## config.mk

```make
export PLATFORM = sky130hd
export DESIGN_NAME = readout_event_deframer_core
export DESIGN_NICKNAME = d
export VERILOG_FILES = /design/src/sv/red_pkg.sv /design/src/sv/red_ram.sv /design/src/sv/red_evq.sv /design/src/sv/red_front.sv /design/src/sv/red_back.sv /design/src/sv/readout_event_deframer_core.sv
export SDC_FILE = /design/constraint.sdc
export NUM_CORES = 2
export LEC_CHECK = 0
export ABC_AREA = 0
export BUFFER_PORTS_ARGS = -buffer_cell sky130_fd_sc_hd__buf_2
export CAP_MARGIN = 20
export CORE_MARGIN = 8
export CORE_UTILIZATION = 40
export DETAILED_ROUTE_END_ITERATION = 7
export MAX_ROUTING_LAYER = met4
export PLACE_DENSITY = 0.55
export SLEW_MARGIN = 10
export SYNTH_ARGS = -nofsm -noshare
export SYNTH_HDL_FRONTEND = slang
export SYNTH_SLANG_ARGS = --single-unit
```

## constraint.sdc

```tcl
create_clock -name clock -period 11.54 [get_ports clock]
set_input_delay 1.731 -clock clock [delete_from_list [all_inputs] [get_ports clock]]
set_output_delay 1.731 -clock clock [all_outputs]
set_load 0.01 [all_outputs]
```

## src/sv/red_pkg.sv

```systemverilog
package red_pkg;

   localparam int SAMPLES_DEF = 32;
   localparam int SAMPLE_BITS_DEF = 16;

   localparam logic [15:0] SYNC_PATTERN = 16'hAAAA;
   localparam logic [15:0] COUNT_MAX = 16'hFFFF;

   // pi as unsigned fixed point with 40 fraction bits, split for two narrow products.
   localparam logic [41:0] PI_Q40 = 42'h3243F6A8885;
   localparam int PI_SPLIT = 21;
   localparam int PI_FRAC = 40;

   typedef enum logic [1:0] {
      FRAME_HUNT,
      FRAME_HEADER,
      FRAME_DATA
   } frame_state_type;

   typedef enum logic {
      EMIT_IDLE,
      EMIT_RUN
   } emit_state_type;

   typedef struct packed {
      logic [8:0]  channel;
      logic [31:0] timestamp;
      logic        pulse_flag;
      logic        bank;
      logic [15:0] good_events;
      logic [15:0] bad_events;
      logic [15:0] skipped_words;
   } event_desc_type;

   typedef struct packed {
      logic valid;
      logic bank;
   } bank_free_type;

   function automatic logic [15:0] sat_inc(input logic [15:0] count);
      return (count == COUNT_MAX) ? count : count + 16'd1;
   endfunction

endpackage

```

## src/sv/red_ram.sv

```systemverilog
module red_ram #(
   parameter int WIDTH = 32,
   parameter int DEPTH = 64
) (
   input  logic                             clock,
   input  logic                             wr_en,
   input  logic [$clog2(DEPTH > 1 ? DEPTH : 2)-1:0] wr_addr,
   input  logic [WIDTH-1:0]                 wr_data,
   input  logic                             rd_en,
   input  logic [$clog2(DEPTH > 1 ? DEPTH : 2)-1:0] rd_addr,
   output logic [WIDTH-1:0]                 rd_data
);

   logic [WIDTH-1:0] mem [DEPTH];
   logic [WIDTH-1:0] rd_data_ff;

   always_ff @(posedge clock) begin
      if (wr_en) begin
         mem[wr_addr] <= wr_data;
      end
      if (rd_en) begin
         rd_data_ff <= mem[rd_addr];
      end
   end

   assign rd_data = rd_data_ff;

endmodule

```

## src/sv/red_evq.sv

```systemverilog
module red_evq (
   input  logic                    clock,
   input  logic                    reset,
   input  logic                    push,
   input  red_pkg::event_desc_type push_data,
   output logic                    full,
   input  logic                    pop,
   output logic                    pop_valid,
   output red_pkg::event_desc_type pop_data
);

   red_pkg::event_desc_type entries_ff [2];
   logic       wr_ptr_ff;
   logic       wr_ptr_in;
   logic       rd_ptr_ff;
   logic       rd_ptr_in;
   logic [1:0] count_ff;
   logic [1:0] count_in;

   always_comb begin
      wr_ptr_in = push ? ~wr_ptr_ff : wr_ptr_ff;
      rd_ptr_in = pop ? ~rd_ptr_ff : rd_ptr_ff;
      count_in = count_ff + {1'b0, push} - {1'b0, pop};
   end

   always_ff @(posedge clock) begin
      if (reset) begin
         wr_ptr_ff <= 1'b0;
         rd_ptr_ff <= 1'b0;
         count_ff <= 2'd0;
      end else begin
         wr_ptr_ff <= wr_ptr_in;
         rd_ptr_ff <= rd_ptr_in;
         count_ff <= count_in;
      end
   end

   always_ff @(posedge clock) begin
      if (push) begin
         entries_ff[wr_ptr_ff] <= push_data;
      end
   end

   assign full = count_ff[1];
   assign pop_valid = (count_ff != 2'd0);
   assign pop_data = entries_ff[rd_ptr_ff];

endmodule

```

## src/sv/red_front.sv

```systemverilog
module red_front #(
   parameter int SAMPLES = red_pkg::SAMPLES_DEF,
   parameter int SAMPLE_BITS = red_pkg::SAMPLE_BITS_DEF,
   localparam int CW = (SAMPLES > 1) ? $clog2(SAMPLES) : 1,
   localparam int AW = CW + 1,
   localparam int DW = 16 + SAMPLE_BITS
) (
   input  logic                    clock,
   input  logic                    reset,
   input  logic                    req_valid,
   output logic                    req_ready,
   input  logic [31:0]             req_word,
   input  logic                    csr_write_enable,
   input  logic [7:0]              csr_write_data,
   output logic                    wr_en,
   output logic [AW-1:0]           wr_addr,
   output logic [DW-1:0]           wr_data,
   output logic                    q_push,
   output red_pkg::event_desc_type q_data,
   input  logic                    q_full,
   input  red_pkg::bank_free_type  bank_free
);

   localparam logic [CW-1:0] LAST_IDX = CW'(SAMPLES - 1);

   red_pkg::frame_state_type state_ff;
   red_pkg::frame_state_type state_in;

   logic [CW-1:0] cnt_ff;
   logic [CW-1:0] cnt_in;
   logic          bank_ff;
   logic          bank_in;
   logic [1:0]    busy_ff;
   logic [1:0]    busy_in;
   logic [15:0]   good_ff;
   logic [15:0]   good_in;
   logic [15:0]   bad_ff;
   logic [15:0]   bad_in;
   logic [15:0]   skip_ff;
   logic [15:0]   skip_in;
   logic [7:0]    offset_ff;
   logic [15:0]   sync_hold_ff;
   logic [15:0]   sync_hold_in;
   logic [8:0]    chan_ff;
   logic [8:0]    chan_in;
   logic          pulse_ff;
   logic          pulse_in;
   logic [15:0]   ts_low_ff;
   logic [15:0]   ts_low_in;

   logic accept;
   logic is_sync;
   logic last_sample;

   assign accept = req_valid && req_ready;
   assign is_sync = (req_word[15:0] == red_pkg::SYNC_PATTERN);
   assign last_sample = (cnt_ff == LAST_IDX);

   always_comb begin
      state_in = state_ff;
      case (state_ff)
         red_pkg::FRAME_HUNT: begin
            if (accept && is_sync) begin
               state_in = red_pkg::FRAME_HEADER;
            end
         end
         red_pkg::FRAME_HEADER: begin
            if (accept) begin
               state_in = red_pkg::FRAME_DATA;
            end
         end
         red_pkg::FRAME_DATA: begin
            if (accept && (is_sync || last_sample)) begin
               state_in = red_pkg::FRAME_HUNT;
            end
         end
         default: begin
            state_in = red_pkg::FRAME_HUNT;
         end
      endcase
   end

   always_comb begin
      req_ready = 1'b1;
      cnt_in = cnt_ff;
      bank_in = bank_ff;
      busy_in = busy_ff;
      good_in = good_ff;
      bad_in = bad_ff;
      skip_in = skip_ff;
      sync_hold_in = sync_hold_ff;
      chan_in = chan_ff;
      pulse_in = pulse_ff;
      ts_low_in = ts_low_ff;
      wr_en = 1'b0;
      q_push = 1'b0;
      if (bank_free.valid) begin
         busy_in[bank_free.bank] = 1'b0;
      end
      case (state_ff)
         red_pkg::FRAME_HUNT: begin
            if (accept) begin
               if (is_sync) begin
                  sync_hold_in = req_word[31:16];
               end else begin
                  skip_in = red_pkg::sat_inc(skip_ff);
               end
            end
         end
         red_pkg::FRAME_HEADER: begin
            if (accept) begin
               chan_in = {1'b0, req_word[7:0]} + {1'b0, offset_ff};
               pulse_in = req_word[8];
               ts_low_in = req_word[24:9];
               cnt_in = '0;
            end
         end
         red_pkg::FRAME_DATA: begin
            req_ready = !busy_ff[bank_ff] && !q_full;
            if (accept) begin
               if (is_sync) begin
                  bad_in = red_pkg::sat_inc(bad_ff);
                  cnt_in = '0;
               end else begin
                  wr_en = 1'b1;
                  if (last_sample) begin
                     good_in = red_pkg::sat_inc(good_ff);
                     q_push = 1'b1;
                     busy_in[bank_ff] = 1'b1;
                     bank_in = ~bank_ff;
                     cnt_in = '0;
                  end else begin
                     cnt_in = cnt_ff + CW'(1);
                  end
               end
            end
         end
         default: begin
            req_ready = 1'b1;
         end
      endcase
   end

   assign wr_addr = {bank_ff, cnt_ff};
   assign wr_data = {req_word[31:16], req_word[SAMPLE_BITS-1:0]};

   always_comb begin
      q_data.channel = chan_ff;
      q_data.timestamp = {sync_hold_ff, ts_low_ff};
      q_data.pulse_flag = pulse_ff;
      q_data.bank = bank_ff;
      q_data.good_events = good_in;
      q_data.bad_events = bad_ff;
      q_data.skipped_words = skip_ff;
   end

   always_ff @(posedge clock) begin
      if (reset) begin
         state_ff <= red_pkg::FRAME_HUNT;
         cnt_ff <= '0;
         bank_ff <= 1'b0;
         busy_ff <= 2'b00;
         good_ff <= 16'd0;
         bad_ff <= 16'd0;
         skip_ff <= 16'd0;
         offset_ff <= 8'd0;
      end else begin
         state_ff <= state_in;
         cnt_ff <= cnt_in;
         bank_ff <= bank_in;
         busy_ff <= busy_in;
         good_ff <= good_in;
         bad_ff <= bad_in;
         skip_ff <= skip_in;
         if (csr_write_enable) begin
            offset_ff <= csr_write_data;
         end
      end
   end

   always_ff @(posedge clock) begin
      sync_hold_ff <= sync_hold_in;
      chan_ff <= chan_in;
      pulse_ff <= pulse_in;
      ts_low_ff <= ts_low_in;
   end

endmodule

```

## src/sv/red_back.sv

```systemverilog
module red_back #(
   parameter int SAMPLES = red_pkg::SAMPLES_DEF,
   parameter int SAMPLE_BITS = red_pkg::SAMPLE_BITS_DEF,
   localparam int CW = (SAMPLES > 1) ? $clog2(SAMPLES) : 1,
   localparam int AW = CW + 1,
   localparam int DW = 16 + SAMPLE_BITS
) (
   input  logic                    clock,
   input  logic                    reset,
   input  logic                    q_valid,
   output logic                    q_pop,
   input  red_pkg::event_desc_type q_data,
   output logic                    rd_en,
   output logic [AW-1:0]           rd_addr,
   input  logic [DW-1:0]           rd_data,
   output red_pkg::bank_free_type  bank_free,
   output logic                    rsp_valid,
   input  logic                    rsp_ready,
   output logic [8:0]              rsp_channel,
   output logic [31:0]             rsp_timestamp,
   output logic                    rsp_pulse_flag,
   output logic [4:0]              rsp_sample_index,
   output logic [15:0]             rsp_magnitude,
   output logic signed [17:0]      rsp_phase_radians,
   output logic                    rsp_last,
   output logic [15:0]             rsp_good_events,
   output logic [15:0]             rsp_bad_events,
   output logic [15:0]             rsp_skipped_words
);

   localparam logic [CW-1:0] LAST_IDX = CW'(SAMPLES - 1);
   localparam int PW = SAMPLE_BITS + red_pkg::PI_SPLIT;
   localparam int SW = SAMPLE_BITS + 43;
   localparam logic [red_pkg::PI_SPLIT-1:0] PI_HI =
      red_pkg::PI_SPLIT'(red_pkg::PI_Q40 >> red_pkg::PI_SPLIT);
   localparam logic [red_pkg::PI_SPLIT-1:0] PI_LO = red_pkg::PI_SPLIT'(red_pkg::PI_Q40);

   typedef struct packed {
      red_pkg::event_desc_type desc;
      logic [CW-1:0]           idx;
      logic                    last;
   } tag_type;

   red_pkg::emit_state_type state_ff;
   red_pkg::emit_state_type state_in;

   logic                    advance;
   logic                    issue;
   logic [CW-1:0]           idx_ff;
   logic [CW-1:0]           idx_in;
   red_pkg::event_desc_type desc_ff;

   logic                    v1_ff;
   tag_type                 tag1_ff;
   tag_type                 tag1_in;
   logic                    v2_ff;
   tag_type                 tag2_ff;
   logic                    neg2_ff;
   logic [15:0]             magn2_ff;
   logic [PW-1:0]           p_hi_ff;
   logic [PW-1:0]           p_lo_ff;

   logic [SAMPLE_BITS-1:0]  raw1;
   logic                    neg1;
   logic [SAMPLE_BITS-1:0]  mag1;
   logic [PW-1:0]           p_hi_in;
   logic [PW-1:0]           p_lo_in;

   logic [SW-1:0]           sum3;
   logic [17:0]             rmag3;
   logic [17:0]             phase3;

   logic                    rsp_valid_ff;
   tag_type                 out_tag_ff;
   logic [15:0]             out_magn_ff;
   logic [17:0]             out_phase_ff;

   assign advance = !rsp_valid_ff || rsp_ready;

   always_comb begin
      state_in = state_ff;
      case (state_ff)
         red_pkg::EMIT_IDLE: begin
            if (q_valid) begin
               state_in = red_pkg::EMIT_RUN;
            end
         end
         red_pkg::EMIT_RUN: begin
            if (advance && (idx_ff == LAST_IDX)) begin
               state_in = red_pkg::EMIT_IDLE;
            end
         end
         default: begin
            state_in = red_pkg::EMIT_IDLE;
         end
      endcase
   end

   always_comb begin
      q_pop = 1'b0;
      issue = 1'b0;
      case (state_ff)
         red_pkg::EMIT_IDLE: begin
            q_pop = q_valid;
         end
         red_pkg::EMIT_RUN: begin
            issue = advance;
         end
         default: begin
            q_pop = 1'b0;
         end
      endcase
   end

   always_comb begin
      idx_in = idx_ff;
      if (q_pop) begin
         idx_in = '0;
      end else if (issue) begin
         idx_in = idx_ff + CW'(1);
      end
   end

   assign bank_free.valid = issue && (idx_ff == LAST_IDX);
   assign bank_free.bank = desc_ff.bank;
   assign rd_en = advance;
   assign rd_addr = {desc_ff.bank, idx_ff};

   always_comb begin
      tag1_in.desc = desc_ff;
      tag1_in.idx = idx_ff;
      tag1_in.last = (idx_ff == LAST_IDX);
      raw1 = rd_data[SAMPLE_BITS-1:0];
      neg1 = raw1[SAMPLE_BITS-1];
      mag1 = neg1 ? (~raw1 + SAMPLE_BITS'(1)) : raw1;
      p_hi_in = PW'(mag1) * PW'(PI_HI);
      p_lo_in = PW'(mag1) * PW'(PI_LO);
   end

   always_comb begin
      sum3 = (SW'(p_hi_ff) << red_pkg::PI_SPLIT) + SW'(p_lo_ff)
             + (SW'(1) << (red_pkg::PI_FRAC - 1));
      rmag3 = 18'(sum3 >> red_pkg::PI_FRAC);
      phase3 = neg2_ff ? (~rmag3 + 18'd1) : rmag3;
   end

   always_ff @(posedge clock) begin
      if (reset) begin
         state_ff <= red_pkg::EMIT_IDLE;
         idx_ff <= '0;
         v1_ff <= 1'b0;
         v2_ff <= 1'b0;
         rsp_valid_ff <= 1'b0;
      end else begin
         state_ff <= state_in;
         idx_ff <= idx_in;
         if (advance) begin
            v1_ff <= issue;
            v2_ff <= v1_ff;
            rsp_valid_ff <= v2_ff;
         end
      end
   end

   always_ff @(posedge clock) begin
      if (q_pop) begin
         desc_ff <= q_data;
      end
      if (advance) begin
         tag1_ff <= tag1_in;
         tag2_ff <= tag1_ff;
         neg2_ff <= neg1;
         magn2_ff <= rd_data[DW-1:SAMPLE_BITS];
         p_hi_ff <= p_hi_in;
         p_lo_ff <= p_lo_in;
         out_tag_ff <= tag2_ff;
         out_magn_ff <= magn2_ff;
         out_phase_ff <= phase3;
      end
   end

   assign rsp_valid = rsp_valid_ff;
   assign rsp_channel = out_tag_ff.desc.channel;
   assign rsp_timestamp = out_tag_ff.desc.timestamp;
   assign rsp_pulse_flag = out_tag_ff.desc.pulse_flag;
   assign rsp_sample_index = 5'(out_tag_ff.idx);
   assign rsp_magnitude = out_magn_ff;
   assign rsp_phase_radians = $signed(out_phase_ff);
   assign rsp_last = out_tag_ff.last;
   assign rsp_good_events = out_tag_ff.desc.good_events;
   assign rsp_bad_events = out_tag_ff.desc.bad_events;
   assign rsp_skipped_words = out_tag_ff.desc.skipped_words;

endmodule

```

## src/sv/readout_event_deframer_core.sv

```systemverilog
// Readout event deframer. Words enter on the req_ channel (valid/ready), one per cycle.
// While hunting, words whose low half is not the sync pattern are skipped and counted.
// A sync word, a header word and SAMPLES data words form an event; a sync pattern in a
// data word drops the event. Each good event leaves on the rsp_ channel as SAMPLES items,
// one per cycle, with rsp_last on the final one. csr_ writes set the channel offset,
// which is taken at the header word.
// The input side accepts one word per cycle. Data words go into a two-bank sample
// memory; when both banks still hold events waiting for output, req_ready drops on
// data words until the output side frees a bank.
// The first item of an event passes the event queue, the descriptor register, the
// sample memory read register, the product registers and the output registers. The
// output side then gives one item per cycle and returns to idle between events.
// When the receiver holds rsp_ready low, the output pipeline stops with its item held.
// Synchronous reset returns to hunting, clears the counters and the offset, and
// empties the event queue; no item is presented until new words arrive.
module readout_event_deframer_core #(
   parameter int SAMPLES = red_pkg::SAMPLES_DEF,
   parameter int SAMPLE_BITS = red_pkg::SAMPLE_BITS_DEF
) (
   input  logic               clock,
   input  logic               reset,
   input  logic               req_valid,
   output logic               req_ready,
   input  logic [31:0]        req_word,
   input  logic               csr_write_enable,
   input  logic [7:0]         csr_write_data,
   output logic               rsp_valid,
   input  logic               rsp_ready,
   output logic [8:0]         rsp_channel,
   output logic [31:0]        rsp_timestamp,
   output logic               rsp_pulse_flag,
   output logic [4:0]         rsp_sample_index,
   output logic [15:0]        rsp_magnitude,
   output logic signed [17:0] rsp_phase_radians,
   output logic               rsp_last,
   output logic [15:0]        rsp_good_events,
   output logic [15:0]        rsp_bad_events,
   output logic [15:0]        rsp_skipped_words
);

   localparam int CW = (SAMPLES > 1) ? $clog2(SAMPLES) : 1;
   localparam int AW = CW + 1;
   localparam int DW = 16 + SAMPLE_BITS;
   localparam int DEPTH = 1 << AW;

   logic                    wr_en;
   logic [AW-1:0]           wr_addr;
   logic [DW-1:0]           wr_data;
   logic                    rd_en;
   logic [AW-1:0]           rd_addr;
   logic [DW-1:0]           rd_data;
   logic                    q_push;
   logic                    q_full;
   logic                    q_pop;
   logic                    q_valid;
   red_pkg::event_desc_type q_push_data;
   red_pkg::event_desc_type q_pop_data;
   red_pkg::bank_free_type  bank_free;

   red_front #(
      .SAMPLES(SAMPLES),
      .SAMPLE_BITS(SAMPLE_BITS)
   ) u_front (
      .clock(clock),
      .reset(reset),
      .req_valid(req_valid),
      .req_ready(req_ready),
      .req_word(req_word),
      .csr_write_enable(csr_write_enable),
      .csr_write_data(csr_write_data),
      .wr_en(wr_en),
      .wr_addr(wr_addr),
      .wr_data(wr_data),
      .q_push(q_push),
      .q_data(q_push_data),
      .q_full(q_full),
      .bank_free(bank_free)
   );

   red_ram #(
      .WIDTH(DW),
      .DEPTH(DEPTH)
   ) u_ram (
      .clock(clock),
      .wr_en(wr_en),
      .wr_addr(wr_addr),
      .wr_data(wr_data),
      .rd_en(rd_en),
      .rd_addr(rd_addr),
      .rd_data(rd_data)
   );

   red_evq u_evq (
      .clock(clock),
      .reset(reset),
      .push(q_push),
      .push_data(q_push_data),
      .full(q_full),
      .pop(q_pop),
      .pop_valid(q_valid),
      .pop_data(q_pop_data)
   );

   red_back #(
      .SAMPLES(SAMPLES),
      .SAMPLE_BITS(SAMPLE_BITS)
   ) u_back (
      .clock(clock),
      .reset(reset),
      .q_valid(q_valid),
      .q_pop(q_pop),
      .q_data(q_pop_data),
      .rd_en(rd_en),
      .rd_addr(rd_addr),
      .rd_data(rd_data),
      .bank_free(bank_free),
      .rsp_valid(rsp_valid),
      .rsp_ready(rsp_ready),
      .rsp_channel(rsp_channel),
      .rsp_timestamp(rsp_timestamp),
      .rsp_pulse_flag(rsp_pulse_flag),
      .rsp_sample_index(rsp_sample_index),
      .rsp_magnitude(rsp_magnitude),
      .rsp_phase_radians(rsp_phase_radians),
      .rsp_last(rsp_last),
      .rsp_good_events(rsp_good_events),
      .rsp_bad_events(rsp_bad_events),
      .rsp_skipped_words(rsp_skipped_words)
   );

   a_queue_no_overflow: assert property (@(posedge clock) disable iff (reset)
      q_push |-> !q_full)
      else $error("Event pushed into a full queue.");

   a_event_continuous: assert property (@(posedge clock) disable iff (reset)
      rsp_valid && rsp_ready && !rsp_last |=> rsp_valid)
      else $error("Gap inside an event on the output.");

   a_index_steps: assert property (@(posedge clock) disable iff (reset)
      rsp_valid && rsp_ready && !rsp_last |=>
         rsp_sample_index == 5'($past(rsp_sample_index) + 5'd1))
      else $error("Sample index did not advance by one.");

   a_last_index: assert property (@(posedge clock) disable iff (reset)
      rsp_valid && rsp_last |-> rsp_sample_index == 5'(SAMPLES - 1))
      else $error("Last item carries the wrong sample index.");

endmodule

```

==> flow_summary.toml <==
[sta]
finalSetupViolCount = 0
slew_viol_final = 0
max_freq_mhz = 124
setup_tns_ns = 0
tightest_slew_ns = 1.10
fin_crit_sh_pct = 70.2
finalClockSkew_ns = 0.0395
final-hold-violation-count = 0
period_minus_slack_ns = 8.10
grt_setup_unrepaired = "no"
relSlewSlack_pct = 26.4

[layout]
register_area_sq_um = 85300
layout-drive-gt1-share_pct = 26.1
final_nets = 6462
n_fill_cell = 24000
fin_area_sq_um = 132000
area_delta_synth_final_pct = 14.1
multi_input_area_sq_um = 29200

[global_route]
grt_pass1_vias = 55900
grt_pass1_wl_mm = 395
grt-ovfl-total = 0
grt_use_total_pct = 17.9
grt_start_max_net_pins = 130
grt_antenna_before_repair = 25

[floorplan]
fp.dieArea_sq_um = 307000
io-pin-count = 177
fp.dieH_um = 554
row_count = 197
start_util_pct = 40.2
die_w_um = 554
core-area_sq_um = 288000

[synthesis]
yosysWarnings = 0
synth_xor_area_share_pct = 1.03
syn_inst = 5505
synthArstFlopShare_pct = 0
yosys.area_share.adder_pct = 6.07
ys_ff_latch = 2865
mappedNetlistNets = 6021
synthSimpleGateAreaFrac_pct = 2.09
syn_area_sq_um = 116000
synth_area_per_cell_sq_um = 21.0
synth_compound_area_share_pct = 1.47
synth_top_family_by_area = "multiplexers"
synth_edf_count = 2786
synth-main-ff-cell = "edfxtp_1"
synth_seq_area_share_pct = 73.6
ys_types = 82
muxShareOfSynthArea_pct = 14.1

[cts]
postCtsHoldBufs = 0
max-clock-path-buffers = 4
postCtsSetupRepairBufs = 0
htree_levels = 5
ctsResizeCount = 0
root_buffer = "clkbuf_16"
clk_latency_ns = 0.88
clk_pin_slew_ns = 0.06
cts_tree = "built"
cts.sinks = 2865
numCtsBuffers = 307

[setup_path]
cp-end-kind = "flip-flop"
path_class = "flip-flop to flip-flop"
cpMaxStageDelayCell = "fa_1"
worstSetupStartpointType = "flip-flop"
rr_worst_depth = 31
crit_path_frequent_cell = "inv_1"
slowest_delay_ns = 0.67
crit_fanout = 18
cp.required_ns = 12.14
arrival_ns = 8.69

[worst_hold_path]
worstHoldPathCells = 0
worstHoldPathType = "flip-flop to flip-flop"

[drt]
ant_nets = 0
drtIter0Drc = 5670
vias_per_cell = 5.40
drc = 0
vias = 53900
routed_wl_mm = 272
wire_per_inst_um = 27.2
firstDrtPassIters = 5

[power_and_ir_drop]
peakVddDrop_v = 0.000105
p_leak_nw = 43.5
clockPowerShare_pct = 45.0
p_int_mw = 16.8
p_switching_mw = 4.16
p_sw_share_pct = 19.8
p_seq_share_pct = 54.2
comb_power_share_pct = 0.8
power_density_nw_per_um2 = 159

[placement]
place_area_sq_um = 122000
numPortBuffers = 176
routabilityCongestion = 0.809
hpwlAfterDp_mm = 157

[job]
cap_viol_max_count = 0

[run_status]
status = "finished clean"
-- cell type report --
class                           count  area share, %
Timing Repair Buffer              327           1.63
Tap cell                         3781           3.58
Multi-Input combinational cell   2136           22.1
Clock buffer                      400           6.22
Inverter                          309          0.884
Antenna cell                        8         0.0152
Clock inverter                    156           1.07
Sequential cell                  2865           64.5
-- sequential cells by signal (all words and copies together) (netlist names), 15 cells and up --
| signal | cells |
|---|---|
| u_back.rsp_bad_events | 16 |
| u_back.p_lo_ff | 15 |
| u_ram.mem | 2048 |
| u_front.good_ff | 16 |
| u_front.bad_ff | 16 |
| u_front.ts_low_ff | 16 |
| u_back.tag1_ff | 96 |
| u_evq.entries_ff | 182 |
| u_back.magn2_ff | 16 |
| u_back.rsp_phase_radians | 18 |
| u_back.tag2_ff | 96 |
| u_ram.rd_data | 32 |
| u_back.rsp_timestamp | 32 |
| u_back.rsp_skipped_words | 16 |
| u_front.skip_ff | 16 |
| u_back.desc_ff | 90 |
| u_back.p_hi_ff | 37 |
| u_front.sync_hold_ff | 16 |
| u_back.rsp_magnitude | 16 |
| u_back.rsp_good_events | 16 |
-- cell families (layout without fill, tap and decap cells) --
group	count (synthesis)	count (layout)
AO/OA/AOI/OAI	254	254
AND/OR/NAND/NOR	488	488
buffers and inverters	504	1192
adder cells (fa/ha/maj)	471	471
flip-flops	2865	2865
other	0	8
multiplexers	787	787
XOR/XNOR	136	136
-- metal layers --
layer | share of wire (%) | vias to the layer above | track usage [%] | wire (um)
met1 | 44 | 28800 | 24.6 | 120000
met3 | 6.2 | 356 | 3.13 | 16800
met5 | 0 | - | - | 0
met4 | 2.3 | 0 | 4.11 | 6240
met2 | 47 | 1602 | 28.1 | 128000
li1 | - | 23100 | - | -
-- power groups by stage --
stage	registers [mW]	logic (mW)	clock network (mW)
2_1_floorplan	11.6	0.0204	0
3_3_place_gp	11.6	0.153	0
3_5_place_dp	11.6	0.164	0
4_1_cts	11.4	0.164	9.68
5_1_grt	11.4	0.181	10.1
6_report	11.4	0.166	9.43
-- Yosys cell counts, types with 24 or more instances --
cell / number / share of area, %
mux2_2: 100 / 0.97
edfxtp_1: 2786 / 72
buf_2: 50 / 0.22
nor2_1: 176 / 0.57
ha_1: 319 / 3.4
mux4_2: 662 / 13
a21o_1: 24 / 0.16
xor2_1: 52 / 0.39
a21oi_1: 80 / 0.35
nor2b_1: 35 / 0.19
dfxtp_1: 79 / 1.4
inv_1: 309 / 1.0
nand3_1: 38 / 0.16
fa_1: 152 / 2.6
buf_1: 24 / 0.078
xnor2_1: 83 / 0.63
nand2_1: 91 / 0.29
mux2i_1: 25 / 0.22
o21ai_0: 48 / 0.21
clkbuf_1: 121 / 0.39
nand4_1: 26 / 0.14
-- path summary, 6_finish.rpt --
check	startpoint	endpoint	slack, ns
setup reg to reg	u_ram.rd_data[0]	u_back.p_hi_ff[35]	3.44
hold / removal	u_back.tag1_ff[12]	u_back.tag2_ff[12]	0.41
hold reg to reg	u_back.tag1_ff[12]	u_back.tag2_ff[12]	0.41
setup / recovery	u_ram.rd_data[0]	u_back.p_hi_ff[35]	3.44
-- placed cells by master (no fill, tap or decap), types with 10 or more instances in the layout --
cell          n
a211oi_1     13
a21o_1       24
a21oi_1      80
and2_1       11
and3_1       22
buf_12       11
buf_2       175
buf_4       141
bufinv_16    16
clkbuf_1     82
clkbuf_16   314
clkinv_1     58
clkinv_2     47
dfxtp_1      73
edfxtp_1   2786
fa_1        152
ha_1        319
inv_1       308
mux2_2      100
mux2i_1      25
mux4_2      662
nand2_1      91
nand3_1      38
nand4_1      26
nor2_1      109
nor2_4       66
nor2b_1      35
nor3_1       21
o21ai_0      47
or3_1        10
xnor2_1      83
xor2_1       52
-- critical path: cells and delay by family (launching register included) --
family	cells	cell delay, ns
simple gates	5	0.71
buf+inv	9	1.22
fa+ha+maj	8	3.46
flops	1	0.35
compound gates	7	1.84
xor+xnor	2	0.25
-- through the flow --
step | cells | util [%] | worst slack, ns | power (mW) | hold slack [ns]
2_1_floorplan | 5505 | - | 0.133 | 11.6 | 0.400
3_3_place_gp | 9413 | 42.5 | 3.51 | 11.7 | 0.401
3_5_place_dp | 9414 | 42.5 | 3.46 | 11.8 | 0.405
4_1_cts | 9970 | 45.8 | 3.42 | 21.2 | 0.409
5_1_grt | 9978 | 45.9 | 2.78 | 21.6 | 0.417
6_report | 9982 | 45.9 | 3.44 | 21.0 | 0.410
Power figures use the tool's default switching activity.
